**src/rtl/stg_pkg.sv**
```systemverilog
// package of the sine sample generator: widths, cordic constants, types
// no dependencies
package stg_pkg;
	localparam int IDX_W = 12;
	localparam int SMP_W = 12;
	localparam int AMP_W = 11;
	localparam int PER_W = 13;
	localparam int CFG_W = 13;
	localparam int PH_W = 16;
	localparam int DIV_NUM_W = 28;
	localparam int ANG_W = 34;
	localparam int XY_W = 34;
	localparam int MAX_STEPS = 24;
	localparam logic [XY_W-1:0] CORDIC_GAIN = XY_W'(652032874);
	localparam logic [SMP_W-1:0] DAC_MAX = 12'd4095;
	localparam logic [AMP_W-1:0] AMP_RESET = 11'd2047;
	localparam logic [PER_W-1:0] PER_RESET = 13'd256;

	typedef enum logic {
		REG_AMPLITUDE = 1'b0,
		REG_PERIOD = 1'b1
	} reg_idx_t;

	// atan(2^-i) in 2^-32 turn units
	function automatic logic [31:0] atan_turn(input int unsigned i);
		logic [31:0] t;
		case (i)
			0: t = 32'h20000000; 1: t = 32'h12E4051E; 2: t = 32'h09FB385B;
			3: t = 32'h051111D4; 4: t = 32'h028B0D43; 5: t = 32'h0145D7E1;
			6: t = 32'h00A2F61E; 7: t = 32'h00517C55; 8: t = 32'h0028BE53;
			9: t = 32'h00145F2F; 10: t = 32'h000A2F98; 11: t = 32'h000517CC;
			12: t = 32'h00028BE6; 13: t = 32'h000145F3; 14: t = 32'h0000A2F9;
			15: t = 32'h0000517C; 16: t = 32'h000028BE; 17: t = 32'h0000145F;
			18: t = 32'h00000A2F; 19: t = 32'h00000517; 20: t = 32'h0000028B;
			21: t = 32'h00000145; 22: t = 32'h000000A2; 23: t = 32'h00000051;
			default: t = 32'h0;
		endcase
		return t;
	endfunction
endpackage

```
**src/rtl/stg_div.sv**
```systemverilog
// pipelined restoring divider: phase = (index << 16) / period, one quotient bit a stage
// uses stg_pkg
module stg_div (
	input logic clk,
	input logic arst_n,
	input logic en,
	input logic vin,
	input logic [stg_pkg::IDX_W-1:0] idx,
	input logic [stg_pkg::PER_W-1:0] per,
	input logic [stg_pkg::AMP_W-1:0] amp,
	output logic vout,
	output logic [stg_pkg::PH_W-1:0] phase,
	output logic [stg_pkg::AMP_W-1:0] amp_out
);
	localparam int N = stg_pkg::DIV_NUM_W;
	localparam int RW = stg_pkg::PER_W + 1;

	logic [N-1:0] num_s1 [N+1];
	logic [RW-1:0] rem_s1 [N+1];
	logic [stg_pkg::PER_W-1:0] per_s1 [N+1];
	logic [stg_pkg::AMP_W-1:0] amp_s1 [N+1];
	logic v_s1 [N+1];

	always_comb begin
		num_s1[0] = {idx, 16'd0};
		rem_s1[0] = '0;
		per_s1[0] = per;
		amp_s1[0] = amp;
		v_s1[0] = vin;
	end

	// numerator shifts left as quotient bits enter at the bottom
	for (genvar k = 0; k < N; k++) begin : g_st
		logic [RW:0] trial;
		logic [RW:0] diff;
		assign trial = {rem_s1[k], num_s1[k][N-1]};
		assign diff = trial - {2'd0, per_s1[k]};
		always_ff @(posedge clk or negedge arst_n) begin
			if (!arst_n) begin
				v_s1[k+1] <= 1'b0;
			end else if (en) begin
				v_s1[k+1] <= v_s1[k];
			end
		end
		always_ff @(posedge clk) begin
			if (en) begin
				if (!diff[RW]) begin
					rem_s1[k+1] <= diff[RW-1:0];
					num_s1[k+1] <= {num_s1[k][N-2:0], 1'b1};
				end else begin
					rem_s1[k+1] <= trial[RW-1:0];
					num_s1[k+1] <= {num_s1[k][N-2:0], 1'b0};
				end
				per_s1[k+1] <= per_s1[k];
				amp_s1[k+1] <= amp_s1[k];
			end
		end
	end

	// zero period gives phase 0
	assign phase = (per_s1[N] == '0) ? '0 : num_s1[N][stg_pkg::PH_W-1:0];
	assign vout = v_s1[N];
	assign amp_out = amp_s1[N];
endmodule

```
**config.mk**
```make
export PLATFORM = sky130hd
export DESIGN_NAME = stg_div
export DESIGN_NICKNAME = d
export VERILOG_FILES = /design/src/rtl/stg_pkg.sv /design/src/rtl/stg_div.sv
export SDC_FILE = /design/constraint.sdc
export NUM_CORES = 2
export LEC_CHECK = 0
export BUFFER_PORTS_ARGS = -buffer_cell sky130_fd_sc_hd__buf_4
export CAP_MARGIN = 20
export CORE_ASPECT_RATIO = 1.4
export CORE_MARGIN = 2
export CORE_UTILIZATION = 40
export DETAILED_ROUTE_END_ITERATION = 12
export HOLD_SLACK_MARGIN = 0.05
export SLEW_MARGIN = 10
export SYNTH_ARGS = -nofsm -noshare
export SYNTH_HDL_FRONTEND = slang
export SYNTH_SLANG_ARGS = --single-unit
```
**constraint.sdc**
```tcl
create_clock -name clk -period 2.7 [get_ports clk]
set_input_delay 0.27 -clock clk [delete_from_list [all_inputs] [get_ports clk]]
set_output_delay 0.27 -clock clk [all_outputs]
set_load 0.02 [all_outputs]
```
## After elaboration in Yosys (flattened, before gate mapping)

Index checks and enable logic that the tools add are counted.

- Register bits after elaboration: 1850
- Output and inout bits: 28

- Add/subtract/negate cells: 28
- Reduce and logical (&&, ||, !) cells: 1
- Mux-type cells: 56

Operator list:

| operator | count |
|---|---|
| 15-bit by 13-bit subtractor with 15-bit output | 27 |
| 14-bit 2-to-1 mux | 26 |
| 1-bit 2-to-1 mux | 29 |
| 16-bit 2-to-1 mux | 1 |
| 1-bit by 13-bit subtractor with 14-bit output | 1 |
| 13-bit logical NOT | 1 |

## Depth between registers and ports, before layout

- Depth in word-level cells: 2
- Gate-level depth with buffers: 11

## Least setup slack after synthesis

Ideal clock, no wire load.

- Path type: register to register
- From: reg per_s1[299] (netlist bit)
- To: reg rem_s1 (netlist bit g_st[6].trial[11]), data pin
- Required time: 2440 ps
- Path buffers: 1
- Stages on the path, launching flop included: 11
- Period minus slack after synthesis: 2942 ps
- Path slack: -242 ps
- Arrival: 2682 ps
- Library setup time: 260 ps
- Cells stage by stage: edfxtp_1 ha_1 fa_1 nor2b_4 o31a_2 nor2_4 o41ai_4 a211oi_1 xnor2_1 buf_6 mux2_2

- Longest elaborated chain between the ends: 2

Ends and longest elaborated chain:

| what | line | source |
|---|---|---|
| start, declared | stg_div.sv:20 | `logic [stg_pkg::PER_W-1:0] per_s1 [N+1];` |
| start signal, assigned by index | stg_div.sv:54 | `per_s1[k+1] <= per_s1[k];` |
| 15-bit by 13-bit subtractor with 15-bit output | stg_div.sv:37 | `assign diff = trial - {2'd0, per_s1[k]};` |
| 14-bit 2-to-1 mux | stg_div.sv:47 | `if (!diff[RW]) begin` |
| end signal, assigned by index | stg_div.sv:48 | `rem_s1[k+1] <= diff[RW-1:0];` |
| end signal, assigned by index | stg_div.sv:51 | `rem_s1[k+1] <= trial[RW-1:0];` |
| end, declared | stg_div.sv:19 | `logic [RW-1:0] rem_s1 [N+1];` |

No other way between the ends.
A chain may end at the register's enable or synchronous reset.

## Worst setup path in the final report

- From: reg per_s1[273] (netlist bit)
- To: reg rem_s1 (netlist bit g_st[8].trial[9]), data pin

The elaborated chain is that of the path after synthesis.

==> key figures <==
Power
  – Clock power frac: 19.6%
  – PwrDens: 1227 nW/um^2
  – Int Pwr: 63.83 mW
  – Combinational share of power: 47.4%
  – Flop pwr share: 33.0%
  – Worst vdd ir: 627.4 uV
  – Static leakage: 31.08 nW
  – P_sw: 30.10 mW
  – Sw Ratio: 32.05%

Yosys
  – Main synth FF type: edfxtp_1
  – EDFF count, synth: 1252
  – Synth Register Bits: 1280
  – Register area share after synthesis: 63.03%
  – Yosys top cell by area: edfxtp_1
  – Largest family of logic cells by synthesized area: compound AO/OA/AOI/OAI gates
  – Top post-synthesis cells by area: edfxtp_1 62%, ha_1 6.9%, mux2_2 4.1%
  – Syn avg cell area: 14.01 um^2
  – Post-synthesis mux area share: 6.209%
  – Most common cell in the synthesized netlist: edfxtp_1
  – Yosys warning count: 0
  – Synth Instances: 4337
  – Post-synth ARST share: 2.188%
  – Top cell type's share of synthesized area: 61.88%
  – XOR/XNOR share of the synthesized area: 3.670%
  – Post-Syn Area: 60760 um^2
  – Post-synthesis adder-cell area fraction: 7.797%
  – Post-synthesis cell type count: 94
  – Synth Area in Compound Gates: 9.323%
  – Top post-synthesis cells by count: 1252 x edfxtp_1, 459 x inv_1, 337 x ha_1
  – Post-synthesis simple-gate area fraction: 6.485%

Flow run
  – Max-Cap Viols: 0

Detailed routing
  – Post-DRT Antenna Nets: 0
  – Final WL: 121500 um
  – Via density: 4.990
  – First-pass iteration count of the detailed router: 5
  – Post-DR wirelength/cell: 16.59 um
  – Via Count: 36540
  – DRC violations left: 0
  – 1st-iter DRT viols: 1514

Placement
  – Detailed-placement wirelength estimate: 85390 um
  – Worst slack, placed: -383.4 ps
  – Final GP Congestion: 0.8553
  – Buffers on Ports: 67

Clock tree
  – TritonCTS clock tree: yes
  – Htree depth: 4
  – Clock transition at the registers of the reported paths: 60 ps
  – Worst skew pair latency: 770 ps
  – TritonCTS Buffers: 132
  – CTS max path bufs: 3
  – Clock sink count: 1280
  – CTS root buffer: clkbuf_16

Floorplan
  – I/O pins: 68
  – Starting density of the core: 40.19%
  – Core area: 151200 um^2
  – Site row count: 169
  – Die height: 465.1 um
  – Full die area: 155100 um^2
  – Die W: 333.4 um

Finish
  – Final net count: 5655
  – N_diodes: 0
  – Final core occ: 50.64%
  – P&R area growth vs syn: 26.02%
  – Layout cells sized above 1: 29.77%

Critical path
  – Worst R2R End: g_st[8].trial[9]$_DFFE_PP_
  – CP required: 3210 ps
  – R2R cell count: 10
  – Crit Path Class: reg -> reg
  – Crit path capture type: flop
  – R2R Setup Slk: -130 ps
  – Crit-path max FO: 14
  – Critical R2R Launch: per_s1[273]$_DFFE_PP_
  – Crit path DAT: 3340 ps
  – Crit path launch type: flop

Timing
  – Setup violators final: 155
  – Final worst clock skew: 34.59 ps
  – Final period util: 104.7%
  – Worst slew pin tran: 569.3 ps
  – Max-slew violation count: 0
  – Post-route minimum period: 2827 ps
  – Slew HR: 62.05%
  – Unrepaired setup endpoints after global routing: yes
  – Final hold vios: 0
  – Fmax: 353.7 MHz
  – Setup slack after layout: -127.0 ps
  – Setup TNS: -7695 ps

Outcome
  – Outcome: finished with violations
  – Failing checks: negative setup slack

GRT
  – Grt ovf: 0
  – Initial antenna violation count: 0
  – Vias in the first global route: 38420
  – Total GRT Usage: 15.53%
  – Global-route wire length before repair: 191900 um
  – Largest net degree at the start of global routing: 87

Worst hold path
  – WHS Path Cells: 2
  – Hold Crit Class: in -> reg
  – Worst Hold End: amp_s1[301]$_DFFE_PP_
  – Hold path startpoint: amp[4]
[what timing repair did]
action                                  4_1_cts  5_1_grt
hold buffers                                 42        0
endpoints found under the hold margin       117        0
pin swaps                                   108      100
cloned                                       14        4
setup buffers                                87       76
resized for setup                           269      206
endpoints found under the setup margin      333      340
[through the flow]
stage	instance area (um^2)	std cells	total power, mW	hold slack (ps)
floorplan	61110	4342	55.84	-25.59
global placement	68260	6871	67.17	200.8
detailed placement	68260	6871	68.01	201.4
CTS	75190	7250	92.35	130.8
global route	76570	7323	99.66	152.2
finish	76570	7323	93.93	201.0
[cells in the final DEF, fill, tap and decap left out, types with 24 or more instances in the layout]
cell type,count
nor3_1,72
o31ai_1,24
nand2b_1,33
xor2_1,91
nor2_1,167
a21o_1,90
ha_4,27
edfxtp_1,1252
buf_12,36
buf_6,33
dfrtp_1,28
nand2_1,193
inv_2,31
o21a_1,58
nor2b_1,47
and2_1,30
xnor2_1,145
o21ai_0,157
ha_1,301
clkinv_1,26
mux2i_1,39
inv_1,428
dlygate4sd3_1,41
mux2_4,216
a21oi_1,165
nand3_1,36
clkbuf_1,29
buf_4,700
clkbuf_16,144
mux2_2,66
fa_2,26
[worst max-delay path by stage]
| stage | startpoint | endpoint | slack, ps | cells after the start |
|---|---|---|---|---|
| finish | per_s1[273]$_DFFE_PP_ | g_st[8].trial[9]$_DFFE_PP_ | -130 | 10 |
| global route | per_s1[273]$_DFFE_PP_ | g_st[8].trial[9]$_DFFE_PP_ | -250 | 10 |
| CTS | per_s1[78]$_DFFE_PP_ | g_st[23].trial[4]$_DFFE_PP_ | -180 | 11 |
| detailed placement | g_st[23].trial[1]$_SDFFCE_PP0P_ | g_st[24].trial[12]$_DFFE_PP_ | -380 | 10 |
| global placement | per_s1[66]$_DFFE_PP_ | g_st[24].trial[12]$_DFFE_PP_ | -360 | 11 |
| floorplan | per_s1[260]$_DFFE_PP_ | g_st[9].trial[10]$_DFFE_PP_ | -170 | 10 |
[state kept, by name, indices dropped and copies added, names as in the netlist]
signal and count:
num_s1 191, vout 1, amp_s1 297, g_st.trial 389, amp_out 11, per_s1 364, v_s1 27
[critical path: stages (launching register included)]
cell	delay [ps]
edfxtp_1	430
ha_2	210
fa_2	350
nand2b_4	150
a21boi_2	140
o21a_1	170
o31ai_2	100
a21o_1	180
a221o_1	350
buf_12	170
mux2_4	310
[layer usage]
metal / vias to the layer above / share of wire (%) / global-route usage, %
li1: 17950 / - / -
met1: 17830 / 34 / 14.05
met2: 490 / 59 / 32.61
met3: 278 / 2.5 / 2.435
met4: 0 / 4.3 / 7.137
met5: - / 0 / 0
[power groups by stage]
stage	clock network, mW	logic (mW)	registers (mW)
2_1_floorplan	0	25.9	30.0
3_3_place_gp	0	35.9	31.3
3_5_place_dp	0	36.7	31.3
4_1_cts	19.0	42.3	31.0
5_1_grt	19.7	48.5	31.5
6_report	18.4	44.5	31.0
[kinds of logic (layout without fill, tap and decap cells)]
kind of cell / after synthesis / in the layout
compound gates: 825 / 826
xor+xnor: 252 / 253
fa+ha+maj: 363 / 363
buf+inv: 514 / 1527
flops: 1280 / 1280
mux: 327 / 327
other cells: 1 / 6
simple gates: 775 / 775
[area by class of cell]
| class | instances | area [um^2] |
|---|---|---|
| Fill cell | 12660 | 74620 |
| Timing Repair Buffer | 824 | 7096 |
| Tap cell | 1966 | 2460 |
| Clock inverter | 75 | 900.9 |
| Inverter | 464 | 1742 |
| Multi-Input combinational cell | 2550 | 22600 |
| Sequential cell | 1280 | 38300 |
| Clock buffer | 164 | 3476 |
Note: power is estimated with default switching activity, not from simulation.
