<file path="src/rtl/stg_pkg.sv">
// package of the sine sample generator: widths, cordic constants, types
// no dependencies
package stg_pkg;
	localparam int IDX_W = 12;
	localparam int SMP_W = 12;
	localparam int AMP_W = 11;
	localparam int PER_W = 13;
	localparam int CFG_W = 13;
	localparam int PH_W = 16;
	localparam int DIV_NUM_W = 28;
	localparam int ANG_W = 34;
	localparam int XY_W = 34;
	localparam int MAX_STEPS = 24;
	localparam logic [XY_W-1:0] CORDIC_GAIN = XY_W'(652032874);
	localparam logic [SMP_W-1:0] DAC_MAX = 12'd4095;
	localparam logic [AMP_W-1:0] AMP_RESET = 11'd2047;
	localparam logic [PER_W-1:0] PER_RESET = 13'd256;

	typedef enum logic {
		REG_AMPLITUDE = 1'b0,
		REG_PERIOD = 1'b1
	} reg_idx_t;

	// atan(2^-i) in 2^-32 turn units
	function automatic logic [31:0] atan_turn(input int unsigned i);
		logic [31:0] t;
		case (i)
			0: t = 32'h20000000; 1: t = 32'h12E4051E; 2: t = 32'h09FB385B;
			3: t = 32'h051111D4; 4: t = 32'h028B0D43; 5: t = 32'h0145D7E1;
			6: t = 32'h00A2F61E; 7: t = 32'h00517C55; 8: t = 32'h0028BE53;
			9: t = 32'h00145F2F; 10: t = 32'h000A2F98; 11: t = 32'h000517CC;
			12: t = 32'h00028BE6; 13: t = 32'h000145F3; 14: t = 32'h0000A2F9;
			15: t = 32'h0000517C; 16: t = 32'h000028BE; 17: t = 32'h0000145F;
			18: t = 32'h00000A2F; 19: t = 32'h00000517; 20: t = 32'h0000028B;
			21: t = 32'h00000145; 22: t = 32'h000000A2; 23: t = 32'h00000051;
			default: t = 32'h0;
		endcase
		return t;
	endfunction
endpackage

</file>
<file path="src/rtl/stg_cordic.sv">
// pipelined rotation cordic and output scaling, one micro-rotation a stage
// uses stg_pkg
module stg_cordic #(
	parameter int STEPS = 16
) (
	input logic clk,
	input logic arst_n,
	input logic en,
	input logic vin,
	input logic [stg_pkg::PH_W-1:0] phase,
	input logic [stg_pkg::AMP_W-1:0] amp,
	output logic vout,
	output logic [stg_pkg::SMP_W-1:0] sample
);
	localparam int W = stg_pkg::XY_W;
	localparam int AW = stg_pkg::ANG_W;
	localparam int NS = (STEPS > stg_pkg::MAX_STEPS) ? stg_pkg::MAX_STEPS : STEPS;

	logic signed [W-1:0] x_s1 [NS+1];
	logic signed [W-1:0] y_s1 [NS+1];
	logic signed [AW-1:0] z_s1 [NS+1];
	logic neg_s1 [NS+1];
	logic [stg_pkg::AMP_W-1:0] amp_s1 [NS+1];
	logic v_s1 [NS+1];
	logic [31:0] ang;
	logic [31:0] angr;
	logic lefth;

	// left half plane: rotate by half a turn and negate the sine
	always_comb begin
		ang = {phase, 16'd0};
		lefth = ang[31] ^ ang[30];
		angr = lefth ? (ang ^ 32'h80000000) : ang;
		x_s1[0] = stg_pkg::CORDIC_GAIN;
		y_s1[0] = '0;
		z_s1[0] = AW'(signed'(angr));
		neg_s1[0] = lefth;
		amp_s1[0] = amp;
		v_s1[0] = vin;
	end

	for (genvar i = 0; i < NS; i++) begin : g_rot
		localparam logic [31:0] AT = stg_pkg::atan_turn(i);
		always_ff @(posedge clk or negedge arst_n) begin
			if (!arst_n) begin
				v_s1[i+1] <= 1'b0;
			end else if (en) begin
				v_s1[i+1] <= v_s1[i];
			end
		end
		always_ff @(posedge clk) begin
			if (en) begin
				if (!z_s1[i][AW-1]) begin
					x_s1[i+1] <= x_s1[i] - (y_s1[i] >>> i);
					y_s1[i+1] <= y_s1[i] + (x_s1[i] >>> i);
					z_s1[i+1] <= z_s1[i] - AW'(AT);
				end else begin
					x_s1[i+1] <= x_s1[i] + (y_s1[i] >>> i);
					y_s1[i+1] <= y_s1[i] - (x_s1[i] >>> i);
					z_s1[i+1] <= z_s1[i] + AW'(AT);
				end
				neg_s1[i+1] <= neg_s1[i];
				amp_s1[i+1] <= amp_s1[i];
			end
		end
	end

	// reduce to q1.15, clamp and offset, register with the amplitude, then scale by it
	logic signed [W-1:0] ys;
	logic signed [W-1:0] yn;
	logic [16:0] off;
	logic [16:0] off_q;
	logic [stg_pkg::AMP_W-1:0] amp_q;
	logic v_q;
	logic [27:0] prod;
	logic [12:0] scaled;

	always_comb begin
		ys = y_s1[NS] >>> 15;
		yn = neg_s1[NS] ? -ys : ys;
		if (yn > W'(signed'(32767))) begin
			off = 17'd65535;
		end else if (yn < -W'(signed'(32768))) begin
			off = 17'd0;
		end else begin
			off = 17'(yn + W'(32768));
		end
	end

	always_ff @(posedge clk or negedge arst_n) begin
		if (!arst_n) begin
			v_q <= 1'b0;
		end else if (en) begin
			v_q <= v_s1[NS];
		end
	end

	always_ff @(posedge clk) begin
		if (en) begin
			off_q <= off;
			amp_q <= amp_s1[NS];
		end
	end

	always_comb begin
		prod = 28'(amp_q) * 28'(off_q);
		scaled = prod[27:15];
		sample = scaled[12] ? stg_pkg::DAC_MAX : scaled[11:0];
	end
	assign vout = v_q;
endmodule

</file>
<file path="config.mk">
export PLATFORM = sky130hd
export DESIGN_NAME = stg_cordic
export DESIGN_NICKNAME = d
export VERILOG_FILES = /design/src/rtl/stg_pkg.sv /design/src/rtl/stg_cordic.sv
export SDC_FILE = /design/constraint.sdc
export NUM_CORES = 2
export LEC_CHECK = 0
export BUFFER_PORTS_ARGS = -buffer_cell sky130_fd_sc_hd__buf_2
export CORE_ASPECT_RATIO = 0.5
export CORE_MARGIN = 2
export CORE_UTILIZATION = 60
export CTS_CLUSTER_SIZE = 8
export DETAILED_ROUTE_END_ITERATION = 8
export PLACE_DENSITY = 0.82
export REMOVE_ABC_BUFFERS = 1
export SYNTH_ARGS = -nofsm -noshare
export SYNTH_HDL_FRONTEND = slang
export SYNTH_SLANG_ARGS = --single-unit
</file>
<file path="constraint.sdc">
create_clock -name clk -period 6.15 [get_ports clk]
set_clock_uncertainty 0.15 [all_clocks]
set_input_delay 0.3075 -clock clk [delete_from_list [all_inputs] [get_ports clk]]
set_output_delay 0.3075 -clock clk [all_outputs]
set_load 0.03 [all_outputs]
</file>
# Word-level counts from Yosys, hierarchy flattened
# Index checks and enable logic that the tools add are counted.
word_totals:
  inputBits: 31
  out_inout_bits: 13
  regBits: 1767
  wordCells: 242
classes:
  n_bitwise: 2
  n_mux: 49
  add_sub_neg: 90
  n_reduce_logical: 1
  magnitude_cmp: 2
  mul: 1
ops:
  columns: ["cell", "n"]
  rows:
  - ["34-bit two-way mux", 46]
  - ["34-bit by 20-bit adder with 34-bit output", 2]
  - ["34-bit by 21-bit adder with 34-bit output", 2]
  - ["34-bit by 22-bit adder with 34-bit output", 2]
  - ["34-bit by 23-bit adder with 34-bit output", 2]
  - ["34-bit by 24-bit adder with 34-bit output", 2]
  - ["34-bit by 25-bit adder with 34-bit output", 2]
  - ["34-bit by 26-bit adder with 34-bit output", 2]
  - ["34-bit by 27-bit adder with 34-bit output", 2]
  - ["34-bit by 28-bit adder with 34-bit output", 2]
  - ["34-bit by 29-bit adder with 34-bit output", 2]
  - ["34-bit by 30-bit adder with 34-bit output", 2]
  - ["34-bit by 31-bit adder with 34-bit output", 2]
  - ["34-bit by 32-bit adder with 34-bit output", 2]
  - ["34-bit by 20-bit subtractor with 34-bit output", 2]
  - ["34-bit by 21-bit subtractor with 34-bit output", 2]
  - ["34-bit by 22-bit subtractor with 34-bit output", 2]
  - ["34-bit by 23-bit subtractor with 34-bit output", 2]
  - ["34-bit by 24-bit subtractor with 34-bit output", 2]
  - ["34-bit by 25-bit subtractor with 34-bit output", 2]
  - ["34-bit by 26-bit subtractor with 34-bit output", 2]
  - ["34-bit by 27-bit subtractor with 34-bit output", 2]
  - ["34-bit by 28-bit subtractor with 34-bit output", 2]
  - ["34-bit by 29-bit subtractor with 34-bit output", 2]
  - ["50 further kinds", 53]

# Longest topological paths before layout
depth:
  depth_word: 4
  depth_mapped: 25
  ltp_nobuf: 22

# Worst setup path before layout
# OpenSTA, ideal clock, no wires.
synth_timing:
  path_kind: "register -> output"
  startpoint: "reg amp_q[3] in the netlist's numbering"
  endpoint: "out sample[10] in the netlist's numbering"
  arrival_ns: 6.395
  path_buffers: 3
  path_stages_with_launch: 24
  t_required_ns: 5.693
  slack_ns: -0.702
  cell_sequence: "edfxtp_1 clkbuf_1 clkbuf_1 nand2_1 fa_1 fa_1 inv_1 fa_1 fa_1 inv_1 fa_1 inv_1 ha_1 o21a_1 o2111ai_1 nand3b_1 nor3b_2 a211oi_1 or4b_1 nand3_1 a21boi_1 o21a_1 clkbuf_1 o21ai_0"
synth_via:
  elab_chain_cells: 2
synth_rtl:
  columns: ["item", "line", "source"]
  rows:
  - ["start: declaration", "stg_cordic.sv:73", "logic [stg_pkg::AMP_W-1:0] amp_q;"]
  - ["start signal: assignment", "stg_cordic.sv:101", "amp_q <= amp_s1[NS];"]
  - ["11-bit by 17-bit multiplier with 28-bit output", "stg_cordic.sv:106", "prod = 28'(amp_q) * 28'(off_q);"]
  - ["12-bit two-way mux", "stg_cordic.sv:108", "sample = scaled[12] ? stg_pkg::DAC_MAX : scaled[11:0];"]
  - ["end: declaration", "stg_cordic.sv:13", "output logic [stg_pkg::SMP_W-1:0] sample"]
# No other way between the ends.

# Worst setup path after layout
layout_timing:
  startpoint: "reg off_q[4]"
  endpoint: "out sample[3] in the netlist's numbering"
layout_via:
  elab_chain_cells: 2
layout_rtl:
  columns: ["item", "line", "source"]
  rows:
  - ["start: declaration", "stg_cordic.sv:72", "logic [16:0] off_q;"]
  - ["start signal: assignment", "stg_cordic.sv:100", "off_q <= off;"]
  - ["11-bit by 17-bit multiplier with 28-bit output", "stg_cordic.sv:106", null]
  - ["12-bit two-way mux", "stg_cordic.sv:108", null]
# No other way between the ends.

==> results by stage <==
Timing:
- The post-route minimum period is a little over 7000 ps.
- The final count of pins violating max slew came to 0.
- The final hold violation count is 0.
- For the pin with the worst max-slew slack, the measured transition is approximately 1000 ps.
- Based on the critical path, the design can be clocked at up to around 0.14 GHz.
- The worst slew slack as a fraction of its limit is 0.3188.
- Setup repair after global routing could not meet its margin everywhere.
- The final worst setup slack is -1062 ps.
- In the finished design, the share of the clock period the worst path needs comes to 1.173.
- The setup-violating endpoint count in the final report is 12.

Floorplanning:
- The floorplan step defined a die boundary enclosing 0.2200 mm².
- The number of top-level pins is 44.
- The initial standard-cell utilization of the core is 0.6047.
- The standard cell core area is 0.2144 mm².
- The die outline height is roughly 330 µm.
- The horizontal extent of the die is between 600 and 700 µm.
- The placement row count is 120.

Min path:
- The type of the worst min-delay path is input port to flip-flop.
- The count of cells along the worst hold path is 3.

CTS:
- The total clock buffers created by CTS is 226.
- Clock-pin slew was measured on the worst setup and hold paths at roughly 50 ps.
- The count of clock tree sinks is ~1,600.
- The H-tree generated during clock tree synthesis spans 4 levels.
- Clock latency on the worst-skew pair, taken at its later pin, is about 880 ps.
- The clock tree from TritonCTS is yes.
- The clock passes through at most 4 buffers.
- The cell at the root of the clock tree is clkbuf_16.

Placed design:
- The number of buffer cells added on primary ports is 43.
- Routability-driven placement finished with a final weighted congestion of slightly below 1.
- The placement-stage worst setup slack is -511.0 ps.
- Summing all placed instances gives a cell area of about 0.13 mm².
- Detailed placement ended at an HPWL of ~220 mm.

Finish:
- The utilization of the core after routing is 0.6564.
- In the final design database the tool counted approximately 15,000 nets.
- The finished cells cover between 0.1 and 0.15 mm².
- The ratio of cells with drive above 1 in the final layout is 0.05093.
- The synthesis-to-finish area growth is 8.550%.

Global route:
- The total global-route track usage is 0.2584.
- The largest net degree at the start of global routing is 192.
- The number of antenna violations at the first check in global routing is 1.
- The via count of the first global-routing pass is 96,326.
- The global route total overflow is 0.
- The global-route wire length before repair is about 470 mm.

Drt:
- The total wire length is between 200 and 300 mm.
- Across all layers, the routed design uses ~99,000 vias.
- In this run, the number of DRC markers left after iteration 0 of detailed routing was 6,711.
- The number of DRC violations after detailed routing is 0.
- The routed length per placed instance is around 18 µm.
- Using the TritonRoute via totals, the vias-per-cell ratio works out to approximately 6.
- The number of search-and-repair iterations in the first detailed-routing pass is 7.
- In this run the remaining antenna-violating nets after routing total 0.

Critical path:
- For flop-to-flop paths, the worst setup slack is 710 ps.
- STA puts the critical path data arrival time at 6750 ps.
- The highest fanout seen on the critical path is 6.
- The count of cells along the worst register-to-register path is 21.
- The critical path data required time is between 5000 and 6000 ps.
- The worst setup path is launched from a flip-flop.
- The kind of end point of the critical path is an output port.
- The critical path is of the flip-flop to output port type.

Logic synthesis:
- Sorting the synthesized cells by how often they occur yields 1,585 x edfxtp_1, 1,414 x a21oi_1, 1,407 x ha_1.
- The mean area per synthesized cell is ~10 µm².
- The cell with the most instances after synthesis is edfxtp_1.
- The netlist area before placement is 0.1296 mm².
- In the synthesized netlist the dominant register cell turns out to be edfxtp_1.
- The number of instances in the synthesized netlist is around 13,000.
- The distinct cell type count after synthesis is 109.
- In this run, synthesis inferred about 1,600 flip-flops with an integrated enable.
- For this run, the register share of the synthesized area comes to 0.3704.
- The number of warnings reported in the yosys synthesis log is 0.
- The cell type contributing the most total cell area after synthesis is edfxtp_1.
- The count of state elements after synthesis is around 1,600.
- The share of synthesized flip-flops with an asynchronous set or reset is 0.01061.
- By area the synthesized netlist is led by edfxtp_1 37%, ha_1 14%, xnor2_1 7.8%.
- The proportion of netlist area held by the largest area contributor is 0.3671.

Status:
- The flow ran to the end, but the final reports show violations.
- The final reports fail on setup timing.

Run:
- Across the run, the number of max-cap violations was 0.
==> routing by layer <==
layer	track usage	routed length [µm]	vias to the layer above
met4	0.1132	13260	0
met5	0	0	-
met1	0.3211	124100	46122
met3	0.03041	12670	799
li1	-	-	48964
met2	0.4531	140500	2680
==> layout make-up <==
cell class	count	area, µm²
clock buffers	259	5822
multi-input cells	10614	78470
repair buffers	273	2238
flip-flops and latches	1602	48020
clock inverters	4	37.54
well taps	2867	3587
inverters	679	2549
fillers	16470	73670
diodes	1	2.502
==> metrics by stage <==
stage	instances	setup TNS, ps	hold WS [ps]
final	16299	-12360	71.86
after global routing	16298	-15230	56.63
after CTS	16294	-12490	0.1217
after detailed placement	15953	-5550	107.8
after global placement	15953	-5403	87.24
after floorplan	12894	-5137	-138.1
==> registers in the layout (all words and copies together), names as in the netlist <==
register	flops
x_s1	437
y_s1	496
off_q	17
amp_s1	176
neg_s1	16
z_s1	432
vout	1
amp_q	11
v_s1	16
==> path summary, 6_finish.rpt <==
path                                        end                    from
setup / recovery                      sample[3]  off_q[4]$_SDFFCE_PN1P_
hold / removal             v_s1[15]$_DFFE_PN0P_                     vin
setup reg to reg            x_s1[406]$_DFFE_PP_     y_s1[412]$_DFFE_PP_
hold reg to reg              amp_q[6]$_DFFE_PP_     amp_s1[6]$_DFFE_PP_
max in group asynchronous   v_s1[6]$_DFFE_PN0P_                  arst_n
min in group asynchronous   v_s1[7]$_DFFE_PN0P_                  arst_n
==> critical path, stage by stage, from the launching register on <==
cell and delay, ps:
edfxtp_1 460, buf_4 180, and2_4 150, fa_2 460, fa_2 420, fa_1 500, fa_1 510, inv_2 40
fa_1 470, inv_1 40, ha_1 280, o21a_4 240, o2111ai_4 200, nand3b_1 150, nor3b_4 250, a211oi_2 120
or4b_4 540, nand3_4 100, a21boi_4 70, nor3_4 280, buf_6 170, o22ai_1 80, buf_4 180
==> cell families (layout without fill, tap and decap cells) <==
group | Yosys count | after routing | synth area share
compound gates | 3769 | 3770 | 0.1839
simple gates | 3386 | 3386 | 0.1284
xor+xnor | 1741 | 1741 | 0.1177
fa+ha+maj | 1579 | 1579 | 0.1623
buf+inv | 898 | 1215 | 0.02604
mux | 136 | 136 | 0.01118
other cells | 1 | 3 | 0.00002892
flops | 1602 | 1602 | 0.3704
==> timing repair <==
item | CTS | global route
resized for setup | 50 | 20
hold buffers | 55 | 0
buffers inserted | 21 | 4
hold endpoints to repair | 121 | 0
endpoints found under the setup margin | 12 | 12
pin swaps | 35 | 16
cloned | 2 | 0
==> layout by cell type (no fill, tap or decap), types with 68 or more instances in the layout <==
cell / count
o21a_1: 161
nor3_1: 373
a211oi_1: 117
buf_4: 173
inv_1: 673
nand4_1: 88
a21o_1: 615
xnor2_1: 1158
a31oi_1: 122
nor2_1: 1018
o21ai_0: 588
o21bai_1: 151
and2_1: 143
ha_1: 1402
fa_1: 165
or3_1: 87
nand2_1: 652
mux2i_1: 68
clkbuf_16: 228
nor4_1: 79
edfxtp_1: 1585
a21oi_1: 1413
nand2b_1: 195
and3_1: 133
o211ai_1: 73
xor2_1: 580
nor2b_1: 149
nand3_1: 233
Power is left out: the tool's default activity adds up to more than one toggle a clock period on the data nets, which glitch-free logic cannot reach.
